===== config.mk =====
export PLATFORM = sky130hd
export DESIGN_NAME = can_frame_trace_buffer
export DESIGN_NICKNAME = d
export VERILOG_FILES = /design/src/sv/cftb_pkg.sv /design/src/sv/can_frame_trace_buffer.sv /design/src/sv/cftb_divider.sv /design/src/sv/cftb_datapath.sv /design/src/sv/cftb_ctrl.sv
export SDC_FILE = /design/constraint.sdc
export NUM_CORES = 2
export LEC_CHECK = 0
export ABC_AREA = 1
export BUFFER_PORTS_ARGS = -buffer_cell sky130_fd_sc_hd__buf_4
export CORE_UTILIZATION = 50
export CTS_CLUSTER_DIAMETER = 120
export DETAILED_ROUTE_END_ITERATION = 6
export GPL_ROUTABILITY_DRIVEN = 1
export PLACE_DENSITY = 0.66
export SETUP_SLACK_MARGIN = 0.02
export SLEW_MARGIN = 20
export SYNTH_ARGS = -nofsm -noshare
export SYNTH_HDL_FRONTEND = slang
export SYNTH_SLANG_ARGS = --single-unit

===== constraint.sdc =====
create_clock -name clk -period 20.2 [get_ports clk]
set_input_delay 1.01 -clock clk [delete_from_list [all_inputs] [get_ports clk]]
set_output_delay 1.01 -clock clk [all_outputs]
set_load 0.03 [all_outputs]

===== src/sv/cftb_pkg.sv =====
// Shared types and constants of the CAN frame trace buffer.
package cftb_pkg;

	// Default number of frames held in the history ring.
	localparam int HISTORY_DEPTH_DEF = 16;

	// Fixed field widths.
	localparam int TIME_W    = 32;
	localparam int BUS_W     = 2;
	localparam int ID_W      = 29;
	localparam int LEN_W     = 4;
	localparam int PAYLOAD_W = 64;
	localparam int QIDX_W    = 8;
	localparam int STAT_W    = 32;
	localparam int WCNT_W    = 16;
	localparam int CFG_IDX_W = 2;
	localparam int CFG_DAT_W = 16;

	// Compare width for an entry age against the fill count (depth up to 511).
	localparam int CMP_W = 9;

	// Rate divider: dividend is window count times 1000, divisor is elapsed ms.
	localparam int DVD_W = 26;
	localparam int DVS_W = 32;
	localparam logic [DVD_W-1:0] RATE_SCALE = DVD_W'(1000);
	localparam logic [WCNT_W-1:0] WCNT_MAX = 16'hFFFF;

	// Longest stored data length code.
	localparam logic [LEN_W-1:0] LEN_MAX = 4'd8;

	// Request operation codes.
	typedef enum logic [1:0] {
		OP_FRAME = 2'd0,
		OP_READ  = 2'd1,
		OP_STAT  = 2'd2,
		OP_NOP   = 2'd3
	} opcode_t;

	// Configuration register indexes.
	localparam logic [CFG_IDX_W-1:0] CFG_CAPTURE_MODE   = 2'd0;
	localparam logic [CFG_IDX_W-1:0] CFG_HOLD_CAPTURE   = 2'd1;
	localparam logic [CFG_IDX_W-1:0] CFG_WINDOW_MS      = 2'd2;
	localparam logic [CFG_IDX_W-1:0] CFG_OVERLOAD_LIMIT = 2'd3;

	// Statistic selects.
	localparam int NUM_CNT = 5;
	localparam logic [QIDX_W-1:0] STAT_TOTAL = 8'd0;
	localparam logic [QIDX_W-1:0] STAT_BUS0  = 8'd1;
	localparam logic [QIDX_W-1:0] STAT_BUS1  = 8'd2;
	localparam logic [QIDX_W-1:0] STAT_STD   = 8'd3;
	localparam logic [QIDX_W-1:0] STAT_EXT   = 8'd4;
	localparam logic [QIDX_W-1:0] STAT_RATE  = 8'd5;

	// One stored history entry.
	typedef struct packed {
		logic [TIME_W-1:0]    time_ms;
		logic [BUS_W-1:0]     bus;
		logic [ID_W-1:0]      id;
		logic                 extended;
		logic [LEN_W-1:0]     length;
		logic [PAYLOAD_W-1:0] payload;
	} entry_t;

	// Commands from the controller to the datapath.
	typedef struct packed {
		logic accept;
		logic frame;
		logic window;
		logic div_apply;
		logic store;
		logic rd_issue;
		logic emit;
	} cmd_t;

	// Status from the datapath to the controller.
	typedef struct packed {
		opcode_t op;
		logic    capture;
		logic    win_due;
		logic    div_done;
		logic    out_free;
	} status_t;

endpackage


===== src/sv/can_frame_trace_buffer.sv =====
// Top level of the CAN frame trace buffer.
//
// Requests enter on the input channel (in_valid, in_stall) and each one gives
// exactly one result on the output channel (out_valid, out_stall). A request
// is taken at a clock edge with in_valid high and in_stall low. Opcode 0 logs
// a frame, 1 reads a history entry by age (0 is newest), 2 reads a statistic.
// Configuration registers are written over cfg_valid/cfg_ready (always high);
// the user must make writes while no request is in flight; this is not enforced.
// One request is worked on at a time. Opcodes 2 and 3 go from dispatch
// straight to the result stage, a history read passes the read state, and a
// frame passes the frame, window and store states; a frame that closes a rate
// window also waits for the 26-step bit-serial rate divider. The next request
// can be taken at the clock edge after the result is loaded.
// A finished result waits in the output register while the receiver stalls;
// the next request is taken meanwhile and held before its own result stage.
// Asynchronous reset clears counters, the ring fill and the rate window and
// loads the register defaults (capture on, hold off, 1000 ms, limit 1000).
module can_frame_trace_buffer #(
	parameter int HISTORY_DEPTH = cftb_pkg::HISTORY_DEPTH_DEF,
	localparam int FILL_W = $clog2(HISTORY_DEPTH + 1)
) (
	input  logic                            clk,
	input  logic                            arst_n,
	input  logic                            in_valid,
	output logic                            in_stall,
	input  logic [1:0]                      opcode,
	input  logic [cftb_pkg::TIME_W-1:0]     frame_time_ms,
	input  logic [cftb_pkg::BUS_W-1:0]      frame_bus,
	input  logic [cftb_pkg::ID_W-1:0]       frame_id,
	input  logic                            frame_extended,
	input  logic [cftb_pkg::LEN_W-1:0]      frame_length,
	input  logic [cftb_pkg::PAYLOAD_W-1:0]  frame_payload,
	input  logic [cftb_pkg::QIDX_W-1:0]     query_index,
	output logic                            out_valid,
	input  logic                            out_stall,
	output logic                            entry_valid,
	output logic [cftb_pkg::TIME_W-1:0]     entry_time_ms,
	output logic [cftb_pkg::BUS_W-1:0]      entry_bus,
	output logic [cftb_pkg::ID_W-1:0]       entry_id,
	output logic                            entry_extended,
	output logic [cftb_pkg::LEN_W-1:0]      entry_length,
	output logic [cftb_pkg::PAYLOAD_W-1:0]  entry_payload,
	output logic [FILL_W-1:0]               history_fill,
	output logic                            overloaded,
	output logic [cftb_pkg::STAT_W-1:0]     stat_value,
	input  logic                            cfg_valid,
	output logic                            cfg_ready,
	input  logic [cftb_pkg::CFG_IDX_W-1:0]  cfg_index,
	input  logic [cftb_pkg::CFG_DAT_W-1:0]  cfg_data
);

	cftb_pkg::cmd_t    cmd;
	cftb_pkg::status_t status;
	cftb_pkg::entry_t  entry;

	assign cfg_ready = 1'b1;

	cftb_ctrl u_ctrl (
		.clk      (clk),
		.arst_n   (arst_n),
		.in_valid (in_valid),
		.in_stall (in_stall),
		.status   (status),
		.cmd      (cmd)
	);

	cftb_datapath #(
		.HISTORY_DEPTH (HISTORY_DEPTH)
	) u_dp (
		.clk            (clk),
		.arst_n         (arst_n),
		.cmd            (cmd),
		.status         (status),
		.cfg_valid      (cfg_valid && cfg_ready),
		.cfg_index      (cfg_index),
		.cfg_data       (cfg_data),
		.opcode         (opcode),
		.frame_time_ms  (frame_time_ms),
		.frame_bus      (frame_bus),
		.frame_id       (frame_id),
		.frame_extended (frame_extended),
		.frame_length   (frame_length),
		.frame_payload  (frame_payload),
		.query_index    (query_index),
		.out_valid      (out_valid),
		.out_stall      (out_stall),
		.entry_valid    (entry_valid),
		.entry          (entry),
		.history_fill   (history_fill),
		.overloaded     (overloaded),
		.stat_value     (stat_value)
	);

	// Unpack the stored entry onto the result ports.
	assign entry_time_ms  = entry.time_ms;
	assign entry_bus      = entry.bus;
	assign entry_id       = entry.id;
	assign entry_extended = entry.extended;
	assign entry_length   = entry.length;
	assign entry_payload  = entry.payload;

endmodule


===== src/sv/cftb_divider.sv =====
// Restoring divider that produces one quotient bit per cycle.
module cftb_divider (
	input  logic                        clk,
	input  logic                        arst_n,
	input  logic                        start,
	input  logic [cftb_pkg::DVD_W-1:0]  dividend,
	input  logic [cftb_pkg::DVS_W-1:0]  divisor,
	output logic [cftb_pkg::DVD_W-1:0]  quotient,
	output logic                        done
);

	localparam int CNT_W = $clog2(cftb_pkg::DVD_W);

	logic [cftb_pkg::DVD_W-1:0] quo_q;
	logic [cftb_pkg::DVS_W-1:0] rem_q;
	logic [cftb_pkg::DVS_W-1:0] den_q;
	logic [CNT_W-1:0]           cnt_q;
	logic                       run_q;
	logic                       done_q;
	logic [cftb_pkg::DVS_W:0]   shifted;
	logic [cftb_pkg::DVS_W:0]   diff;
	logic                       ge;

	// One trial subtraction of the shifted remainder.
	assign shifted = {rem_q, quo_q[cftb_pkg::DVD_W-1]};
	assign diff    = shifted - {1'b0, den_q};
	assign ge      = shifted >= {1'b0, den_q};

	// Step control.
	always_ff @(posedge clk or negedge arst_n) begin
		if (!arst_n) begin
			run_q  <= 1'b0;
			done_q <= 1'b0;
			cnt_q  <= '0;
		end else if (start) begin
			run_q  <= 1'b1;
			done_q <= 1'b0;
			cnt_q  <= CNT_W'(cftb_pkg::DVD_W - 1);
		end else if (run_q) begin
			if (cnt_q == '0) begin
				run_q  <= 1'b0;
				done_q <= 1'b1;
			end else begin
				cnt_q <= cnt_q - 1'b1;
			end
		end
	end

	// Remainder and quotient shift registers.
	always_ff @(posedge clk) begin
		if (start) begin
			quo_q <= dividend;
			rem_q <= '0;
			den_q <= divisor;
		end else if (run_q) begin
			quo_q <= {quo_q[cftb_pkg::DVD_W-2:0], ge};
			rem_q <= ge ? diff[cftb_pkg::DVS_W-1:0] : shifted[cftb_pkg::DVS_W-1:0];
		end
	end

	assign quotient = quo_q;
	assign done     = done_q;

endmodule


===== src/sv/cftb_datapath.sv =====
// Datapath: item register, counters, rate window, history memory and result register.
module cftb_datapath #(
	parameter int HISTORY_DEPTH = cftb_pkg::HISTORY_DEPTH_DEF,
	localparam int AW = $clog2(HISTORY_DEPTH),
	localparam int FILL_W = $clog2(HISTORY_DEPTH + 1)
) (
	input  logic                            clk,
	input  logic                            arst_n,
	input  cftb_pkg::cmd_t                  cmd,
	output cftb_pkg::status_t               status,
	input  logic                            cfg_valid,
	input  logic [cftb_pkg::CFG_IDX_W-1:0]  cfg_index,
	input  logic [cftb_pkg::CFG_DAT_W-1:0]  cfg_data,
	input  logic [1:0]                      opcode,
	input  logic [cftb_pkg::TIME_W-1:0]     frame_time_ms,
	input  logic [cftb_pkg::BUS_W-1:0]      frame_bus,
	input  logic [cftb_pkg::ID_W-1:0]       frame_id,
	input  logic                            frame_extended,
	input  logic [cftb_pkg::LEN_W-1:0]      frame_length,
	input  logic [cftb_pkg::PAYLOAD_W-1:0]  frame_payload,
	input  logic [cftb_pkg::QIDX_W-1:0]     query_index,
	output logic                            out_valid,
	input  logic                            out_stall,
	output logic                            entry_valid,
	output cftb_pkg::entry_t                entry,
	output logic [FILL_W-1:0]               history_fill,
	output logic                            overloaded,
	output logic [cftb_pkg::STAT_W-1:0]     stat_value
);

	// Configuration registers.
	logic                          capture_q;
	logic                          hold_q;
	logic [cftb_pkg::WCNT_W-1:0]   window_ms_q;
	logic [cftb_pkg::WCNT_W-1:0]   limit_q;

	// Current request.
	cftb_pkg::opcode_t             op_q;
	cftb_pkg::entry_t              item_q;
	logic [cftb_pkg::QIDX_W-1:0]   qidx_q;

	// Statistics and rate window state.
	logic [cftb_pkg::STAT_W-1:0]   cnt_q [cftb_pkg::NUM_CNT];
	logic [cftb_pkg::TIME_W-1:0]   start_q;
	logic [cftb_pkg::WCNT_W-1:0]   wcount_q;
	logic [cftb_pkg::WCNT_W-1:0]   rate_q;
	logic                          ovl_q;

	// History ring.
	cftb_pkg::entry_t              mem_q [HISTORY_DEPTH];
	logic [AW-1:0]                 slot_q;
	logic [FILL_W-1:0]             fill_q;
	cftb_pkg::entry_t              rd_entry_q;
	logic                          rd_hit_q;

	// Result register.
	logic                          out_valid_q;
	logic                          entry_valid_q;
	cftb_pkg::entry_t              entry_q;
	logic [FILL_W-1:0]             fill_out_q;
	logic                          ovl_out_q;
	logic [cftb_pkg::STAT_W-1:0]   stat_q;

	logic [cftb_pkg::TIME_W-1:0]   elapsed;
	logic                          win_due;
	logic [cftb_pkg::DVD_W-1:0]    dividend;
	logic [cftb_pkg::DVS_W-1:0]    divisor;
	logic [cftb_pkg::DVD_W-1:0]    quotient;
	logic                          div_done;
	logic                          div_start;
	logic                          out_free;
	logic [AW:0]                   age_sum;
	logic [AW-1:0]                 rd_addr;
	logic                          rd_hit;
	logic [cftb_pkg::STAT_W-1:0]   stat_sel;
	logic                          store_en;

	// Window length and rate division operands.
	assign elapsed   = item_q.time_ms - start_q;
	assign win_due   = elapsed >= {16'd0, window_ms_q};
	assign dividend  = cftb_pkg::DVD_W'(wcount_q) * cftb_pkg::RATE_SCALE;
	assign divisor   = (elapsed == '0) ? cftb_pkg::DVS_W'(1) : elapsed;
	assign div_start = cmd.window && capture_q && win_due;

	cftb_divider u_div (
		.clk      (clk),
		.arst_n   (arst_n),
		.start    (div_start),
		.dividend (dividend),
		.divisor  (divisor),
		.quotient (quotient),
		.done     (div_done)
	);

	assign out_free = !out_valid_q || !out_stall;
	assign store_en = !(hold_q || ovl_q);

	assign status = '{op: op_q, capture: capture_q, win_due: win_due,
		div_done: div_done, out_free: out_free};

	// Slot of the entry of the given age, newest first.
	assign age_sum = (AW+1)'(slot_q) + (AW+1)'(HISTORY_DEPTH - 1) - (AW+1)'(qidx_q);
	assign rd_addr = (age_sum >= (AW+1)'(HISTORY_DEPTH)) ?
		AW'(age_sum - (AW+1)'(HISTORY_DEPTH)) : AW'(age_sum);
	assign rd_hit  = {1'b0, qidx_q} < cftb_pkg::CMP_W'(fill_q);

	// Statistic select.
	always_comb begin
		case (qidx_q)
			cftb_pkg::STAT_TOTAL: stat_sel = cnt_q[0];
			cftb_pkg::STAT_BUS0:  stat_sel = cnt_q[1];
			cftb_pkg::STAT_BUS1:  stat_sel = cnt_q[2];
			cftb_pkg::STAT_STD:   stat_sel = cnt_q[3];
			cftb_pkg::STAT_EXT:   stat_sel = cnt_q[4];
			cftb_pkg::STAT_RATE:  stat_sel = {16'd0, rate_q};
			default:              stat_sel = '0;
		endcase
	end

	// Configuration writes.
	always_ff @(posedge clk or negedge arst_n) begin
		if (!arst_n) begin
			capture_q   <= 1'b1;
			hold_q      <= 1'b0;
			window_ms_q <= 16'd1000;
			limit_q     <= 16'd1000;
		end else if (cfg_valid) begin
			case (cfg_index)
				cftb_pkg::CFG_CAPTURE_MODE:   capture_q   <= cfg_data[0];
				cftb_pkg::CFG_HOLD_CAPTURE:   hold_q      <= cfg_data[0];
				cftb_pkg::CFG_WINDOW_MS:      window_ms_q <= cfg_data;
				cftb_pkg::CFG_OVERLOAD_LIMIT: limit_q     <= cfg_data;
				default: ;
			endcase
		end
	end

	// Request capture; the stored length is clamped here.
	always_ff @(posedge clk) begin
		if (cmd.accept) begin
			op_q                 <= cftb_pkg::opcode_t'(opcode);
			item_q.time_ms       <= frame_time_ms;
			item_q.bus           <= frame_bus;
			item_q.id            <= frame_id;
			item_q.extended      <= frame_extended;
			item_q.length        <= (frame_length > cftb_pkg::LEN_MAX) ?
				cftb_pkg::LEN_MAX : frame_length;
			item_q.payload       <= frame_payload;
			qidx_q               <= query_index;
		end
	end

	// Event counters.
	always_ff @(posedge clk or negedge arst_n) begin
		if (!arst_n) begin
			for (int i = 0; i < cftb_pkg::NUM_CNT; i++) begin
				cnt_q[i] <= '0;
			end
		end else if (cmd.frame) begin
			cnt_q[0] <= cnt_q[0] + 1'b1;
			if (item_q.bus == 2'd0) begin
				cnt_q[1] <= cnt_q[1] + 1'b1;
			end
			if (item_q.bus == 2'd1) begin
				cnt_q[2] <= cnt_q[2] + 1'b1;
			end
			if (item_q.extended) begin
				cnt_q[4] <= cnt_q[4] + 1'b1;
			end else begin
				cnt_q[3] <= cnt_q[3] + 1'b1;
			end
		end
	end

	// Rate window: open, count, and close with the divider result.
	always_ff @(posedge clk or negedge arst_n) begin
		if (!arst_n) begin
			start_q  <= '0;
			wcount_q <= '0;
			rate_q   <= '0;
			ovl_q    <= 1'b0;
		end else if (cmd.frame) begin
			if (!capture_q) begin
				start_q  <= '0;
				wcount_q <= '0;
				rate_q   <= '0;
				ovl_q    <= 1'b0;
			end else if (start_q == '0) begin
				start_q  <= item_q.time_ms;
				wcount_q <= '0;
				rate_q   <= '0;
				ovl_q    <= 1'b0;
			end
		end else if (cmd.window && capture_q && !win_due) begin
			if (wcount_q != cftb_pkg::WCNT_MAX) begin
				wcount_q <= wcount_q + 1'b1;
			end
		end else if (cmd.div_apply) begin
			rate_q   <= (quotient > cftb_pkg::DVD_W'(cftb_pkg::WCNT_MAX)) ?
				cftb_pkg::WCNT_MAX : quotient[cftb_pkg::WCNT_W-1:0];
			ovl_q    <= quotient > cftb_pkg::DVD_W'(limit_q);
			start_q  <= item_q.time_ms;
			wcount_q <= cftb_pkg::WCNT_W'(1);
		end
	end

	// Ring write pointer and fill count.
	always_ff @(posedge clk or negedge arst_n) begin
		if (!arst_n) begin
			slot_q <= '0;
			fill_q <= '0;
		end else if (cmd.store && store_en) begin
			slot_q <= (slot_q == AW'(HISTORY_DEPTH - 1)) ? '0 : slot_q + 1'b1;
			if (fill_q != FILL_W'(HISTORY_DEPTH)) begin
				fill_q <= fill_q + 1'b1;
			end
		end
	end

	// History memory with registered read.
	always_ff @(posedge clk) begin
		if (cmd.store && store_en) begin
			mem_q[slot_q] <= item_q;
		end
		if (cmd.rd_issue) begin
			rd_entry_q <= mem_q[rd_addr];
			rd_hit_q   <= rd_hit;
		end
	end

	// Result register valid.
	always_ff @(posedge clk or negedge arst_n) begin
		if (!arst_n) begin
			out_valid_q <= 1'b0;
		end else if (cmd.emit) begin
			out_valid_q <= 1'b1;
		end else if (!out_stall) begin
			out_valid_q <= 1'b0;
		end
	end

	// Result register payload.
	always_ff @(posedge clk) begin
		if (cmd.emit) begin
			entry_valid_q <= (op_q == cftb_pkg::OP_READ) && rd_hit_q;
			entry_q       <= ((op_q == cftb_pkg::OP_READ) && rd_hit_q) ? rd_entry_q : '0;
			stat_q        <= (op_q == cftb_pkg::OP_STAT) ? stat_sel : '0;
			fill_out_q    <= fill_q;
			ovl_out_q     <= ovl_q;
		end
	end

	assign out_valid    = out_valid_q;
	assign entry_valid  = entry_valid_q;
	assign entry        = entry_q;
	assign history_fill = fill_out_q;
	assign overloaded   = ovl_out_q;
	assign stat_value   = stat_q;

endmodule


===== src/sv/cftb_ctrl.sv =====
// Controller state machine that sequences each request through the datapath.
module cftb_ctrl (
	input  logic              clk,
	input  logic              arst_n,
	input  logic              in_valid,
	output logic              in_stall,
	input  cftb_pkg::status_t status,
	output cftb_pkg::cmd_t    cmd
);

	typedef enum logic [3:0] {
		ST_IDLE,
		ST_DISPATCH,
		ST_FRAME,
		ST_WINDOW,
		ST_DIVIDE,
		ST_DIVEND,
		ST_STORE,
		ST_READ,
		ST_EMIT
	} state_t;

	state_t state_q;

	// State register.
	always_ff @(posedge clk or negedge arst_n) begin
		if (!arst_n) begin
			state_q <= ST_IDLE;
		end else begin
			case (state_q)
				ST_IDLE: begin
					if (in_valid) begin
						state_q <= ST_DISPATCH;
					end
				end
				ST_DISPATCH: begin
					case (status.op)
						cftb_pkg::OP_FRAME: state_q <= ST_FRAME;
						cftb_pkg::OP_READ:  state_q <= ST_READ;
						default:            state_q <= ST_EMIT;
					endcase
				end
				ST_FRAME:  state_q <= ST_WINDOW;
				ST_WINDOW: begin
					if (status.capture && status.win_due) begin
						state_q <= ST_DIVIDE;
					end else begin
						state_q <= ST_STORE;
					end
				end
				ST_DIVIDE: begin
					if (status.div_done) begin
						state_q <= ST_DIVEND;
					end
				end
				ST_DIVEND: state_q <= ST_STORE;
				ST_STORE:  state_q <= ST_EMIT;
				ST_READ:   state_q <= ST_EMIT;
				ST_EMIT: begin
					if (status.out_free) begin
						state_q <= ST_IDLE;
					end
				end
				default:   state_q <= ST_IDLE;
			endcase
		end
	end

	// Commands decoded from the state.
	always_comb begin
		cmd.accept    = (state_q == ST_IDLE) && in_valid;
		cmd.frame     = state_q == ST_FRAME;
		cmd.window    = state_q == ST_WINDOW;
		cmd.div_apply = state_q == ST_DIVEND;
		cmd.store     = state_q == ST_STORE;
		cmd.rd_issue  = state_q == ST_READ;
		cmd.emit      = (state_q == ST_EMIT) && status.out_free;
	end

	assign in_stall = state_q != ST_IDLE;

endmodule


==> flow_summary.yaml <==
cts:
  cts-resized-gates: 0
  cts_sinks: 2928
  clkTransAtPathRegs_ns: 0.06
  cts_setup_buffers: 0
  h-tree-depth: 5
  cts_hold_buf: 0
  insertion_delay_ns: 0.95
  cts_buffers: 317
  cts_max_path_buffers: 4
  cts_tree: "yes"
  root_buffer: "clkbuf_16"
sta:
  max_slew.worst_pin.slew_ns: 1.152
  drv_slew: 0
  hold_violations: 0
  rsz0062_at_grt: "false"
  timing.fmax_mhz: 172.4
  min_period_ns: 5.801
  period_share: 0.2872
  finalSetupViolCount: 0
  max-slew-margin-rel: 0.2304
  skew_ns: 0.08044
  fin_tns_setup_ns: 0
synth:
  syn_inst: 9688
  ys_warn_count: 0
  synthFlopType: "edfxtp_1"
  synthArstFlopShare: 0.09563
  syn_nets: 10080
  synth_area_leaders: "edfxtp_1 (65%), o21ai_0 (5.9%), dfrtp_1 (5.5%)"
  netlist_area_um2: 121200
  ys_ff_latch: 2928
  synth_edf_count: 2613
  yosysUniqueCellTypes: 61
  yosysSeqAreaShare: 0.7112
  avgSynthCellArea_um2: 12.51
  synth_top_cell_by_area: "edfxtp_1"
  synth_top_cell_area_share: 0.6475
pwr:
  swShare: 0.3612
  seqPwrFrac: 0.395
  ir_drop_mv: 0.2195
  p_int_uw: 12300
  power_frac_clock: 0.290
  switching_power_uw: 6953
  pwr-share-comb: 0.316
  p_leak_uw: 0.04813
  power_density_nw_per_um2: 140.7
route:
  avgViaCountPerCell: 5.876
  ant_nets: 0
  drt-initial-drc-count: 8416
  wl_um: 318100
  wire_per_inst_um: 23.83
  drc: 0
  drt_first_pass_iters: 6
  vias: 78450
cells_and_area:
  register_area_um2: 86190
  final_cell_mix: "edfxtp_1 (2613), o21ai_0 (1433), nor2_1 (1343)"
  multi_input_area_um2: 30400
  fin_util: 0.5682
  filler_cell_count: 19180
  drive_gt1_frac: 0.09783
  area_growth_pct: 12.89
  finish.net_count: 10310
  final_common_cell: "edfxtp_1"
placement:
  io_buffers: 337
  dpl.hpwl_um: 169800
  routabilityCongestion: 0.9121
worst_setup_path:
  worstSetupEndpointType: "flop"
  critical_path_class: "flop to flop"
  crit_arrival_ns: 6.59
  critPathLaunchType: "flop"
  cp_max_fo: 199
  required_ns: 20.98
grt:
  grt_pass1_vias: 76220
  grt_max_degree: 221
  grt_use_total: 0.2563
  grt-ovfl-total: 0
  grt_first_pass_wirelength_um: 472700
  antenna_found_initial: 9
floorplanning:
  ios: 339
  initial_core_util: 0.5033
  die_h_um: 494.3
  coreArea_um2: 240800
  die_area_um2: 244300
  row_count: 180
  dieWidth_um: 494.3
job:
  maxCapViolations: 0
run_status:
  status: "complete, no violations"
hold_path:
  hold_path_class: "primary input to async pin"
[flip-flops by register name, summed over array words and instances (netlist names), 132 cells and up]
register	flops
u_dp.item_q	132
u_dp.mem_q	2112
u_dp.rd_entry_q	132
u_dp.entry	132
u_dp.cnt_q	160
[through the flow]
stage	instances	hold slack [ns]	total power, uW	cell area (um^2)	worst slack, ns
global placement	12790	0.4365	13570	126900	14.54
global route	13350	0.1724	20260	136800	14.08
CTS	13350	0.1440	19300	136800	14.53
detailed placement	12790	0.4376	13720	126900	14.54
floorplan	9688	0.4249	11880	121200	10.20
finish	13350	0.1439	19250	136800	14.40
[final timing paths]
path	from	end	slack, ns	depth (start not counted)
hold / removal	arst_n	u_dp.cnt_q[109]	0.14	1
max in group asynchronous	arst_n	u_dp.wcount_q[5]	18.49	2
min in group clk	frame_payload[40]	u_dp.item_q[40]	0.21	1
hold reg to reg	u_dp.fill_q[4]	u_dp.history_fill[4]	0.46	0
setup / recovery	u_dp.qidx_q[0]	u_dp.rd_entry_q[44]	14.40	11
setup reg to reg	u_dp.qidx_q[0]	u_dp.rd_entry_q[44]	14.40	11
[power by group through the flow]
stage / Clock (uW) / Sequential (uW) / Combinational [uW]
3_3_place_gp: 0 / 7690 / 5880
3_5_place_dp: 0 / 7710 / 6010
4_1_cts: 5660 / 7590 / 6040
2_1_floorplan: 0 / 7680 / 4200
5_1_grt: 5890 / 7630 / 6740
6_report: 5580 / 7600 / 6080
[final cells by class]
| cell class | instances | share of cell area |
|---|---|---|
| sequential | 2928 | 0.6300 |
| multi-input combinational | 5494 | 0.2222 |
| clock buffer | 381 | 0.06072 |
| tap | 3185 | 0.02913 |
| timing repair buffer | 443 | 0.02576 |
| inverter | 737 | 0.02039 |
| clock inverter | 177 | 0.01170 |
| antenna | 5 | 0.00009146 |
[Yosys cell counts, types with 7 or more instances]
master	n
o21a_1	7
a41oi_1	14
inv_1	731
o22ai_1	223
o21ai_0	1433
fa_1	57
nor2_2	14
nor4_1	31
nand4_1	52
dfstp_2	13
clkbuf_1	457
dfrtp_1	267
buf_2	23
nor3_2	9
buf_1	40
nand3_1	241
edfxtp_1	2613
o221ai_1	317
xnor2_1	55
a21oi_1	240
a221o_1	15
nand2_2	16
nand2_1	780
buf_4	8
xor2_1	194
ha_1	168
dfxtp_1	35
o21ai_1	19
a221oi_1	10
nor3_1	72
nand3b_1	7
o211ai_1	56
nor2_1	1364
a31oi_1	38
[critical path, stage by stage, from the launching register on]
cell,delay [ns]
edfxtp_1,0.43
inv_1,0.13
ha_4,0.15
fa_4,0.86
inv_8,0.67
buf_4,0.75
buf_12,0.78
buf_4,0.82
o21ai_0,0.25
o221ai_1,0.21
o21ai_0,0.12
o21ai_0,0.19
[cell families after synthesis]
kind of cell | Yosys count | share of synthesized area
other | 1 | 0.00003095
muxes | 1 | 0.00009292
adders and majority gates | 225 | 0.02676
AOI/OAI and AO/OA | 2400 | 0.1149
xor gates and xnor gates | 249 | 0.01800
buffers and inverters | 1266 | 0.03976
DFF | 2928 | 0.7112
and+or+nand+nor | 2618 | 0.08918
[layer usage]
metal | vias to the layer above | part of all wire | track usage
li1 | 35500 | - | -
met1 | 38910 | 0.42 | 0.3572
met2 | 3433 | 0.47 | 0.4098
met3 | 604 | 0.078 | 0.03776
met4 | 4 | 0.036 | 0.09485
met5 | - | 0.000075 | 0
(Power assumes the default switching activity.)
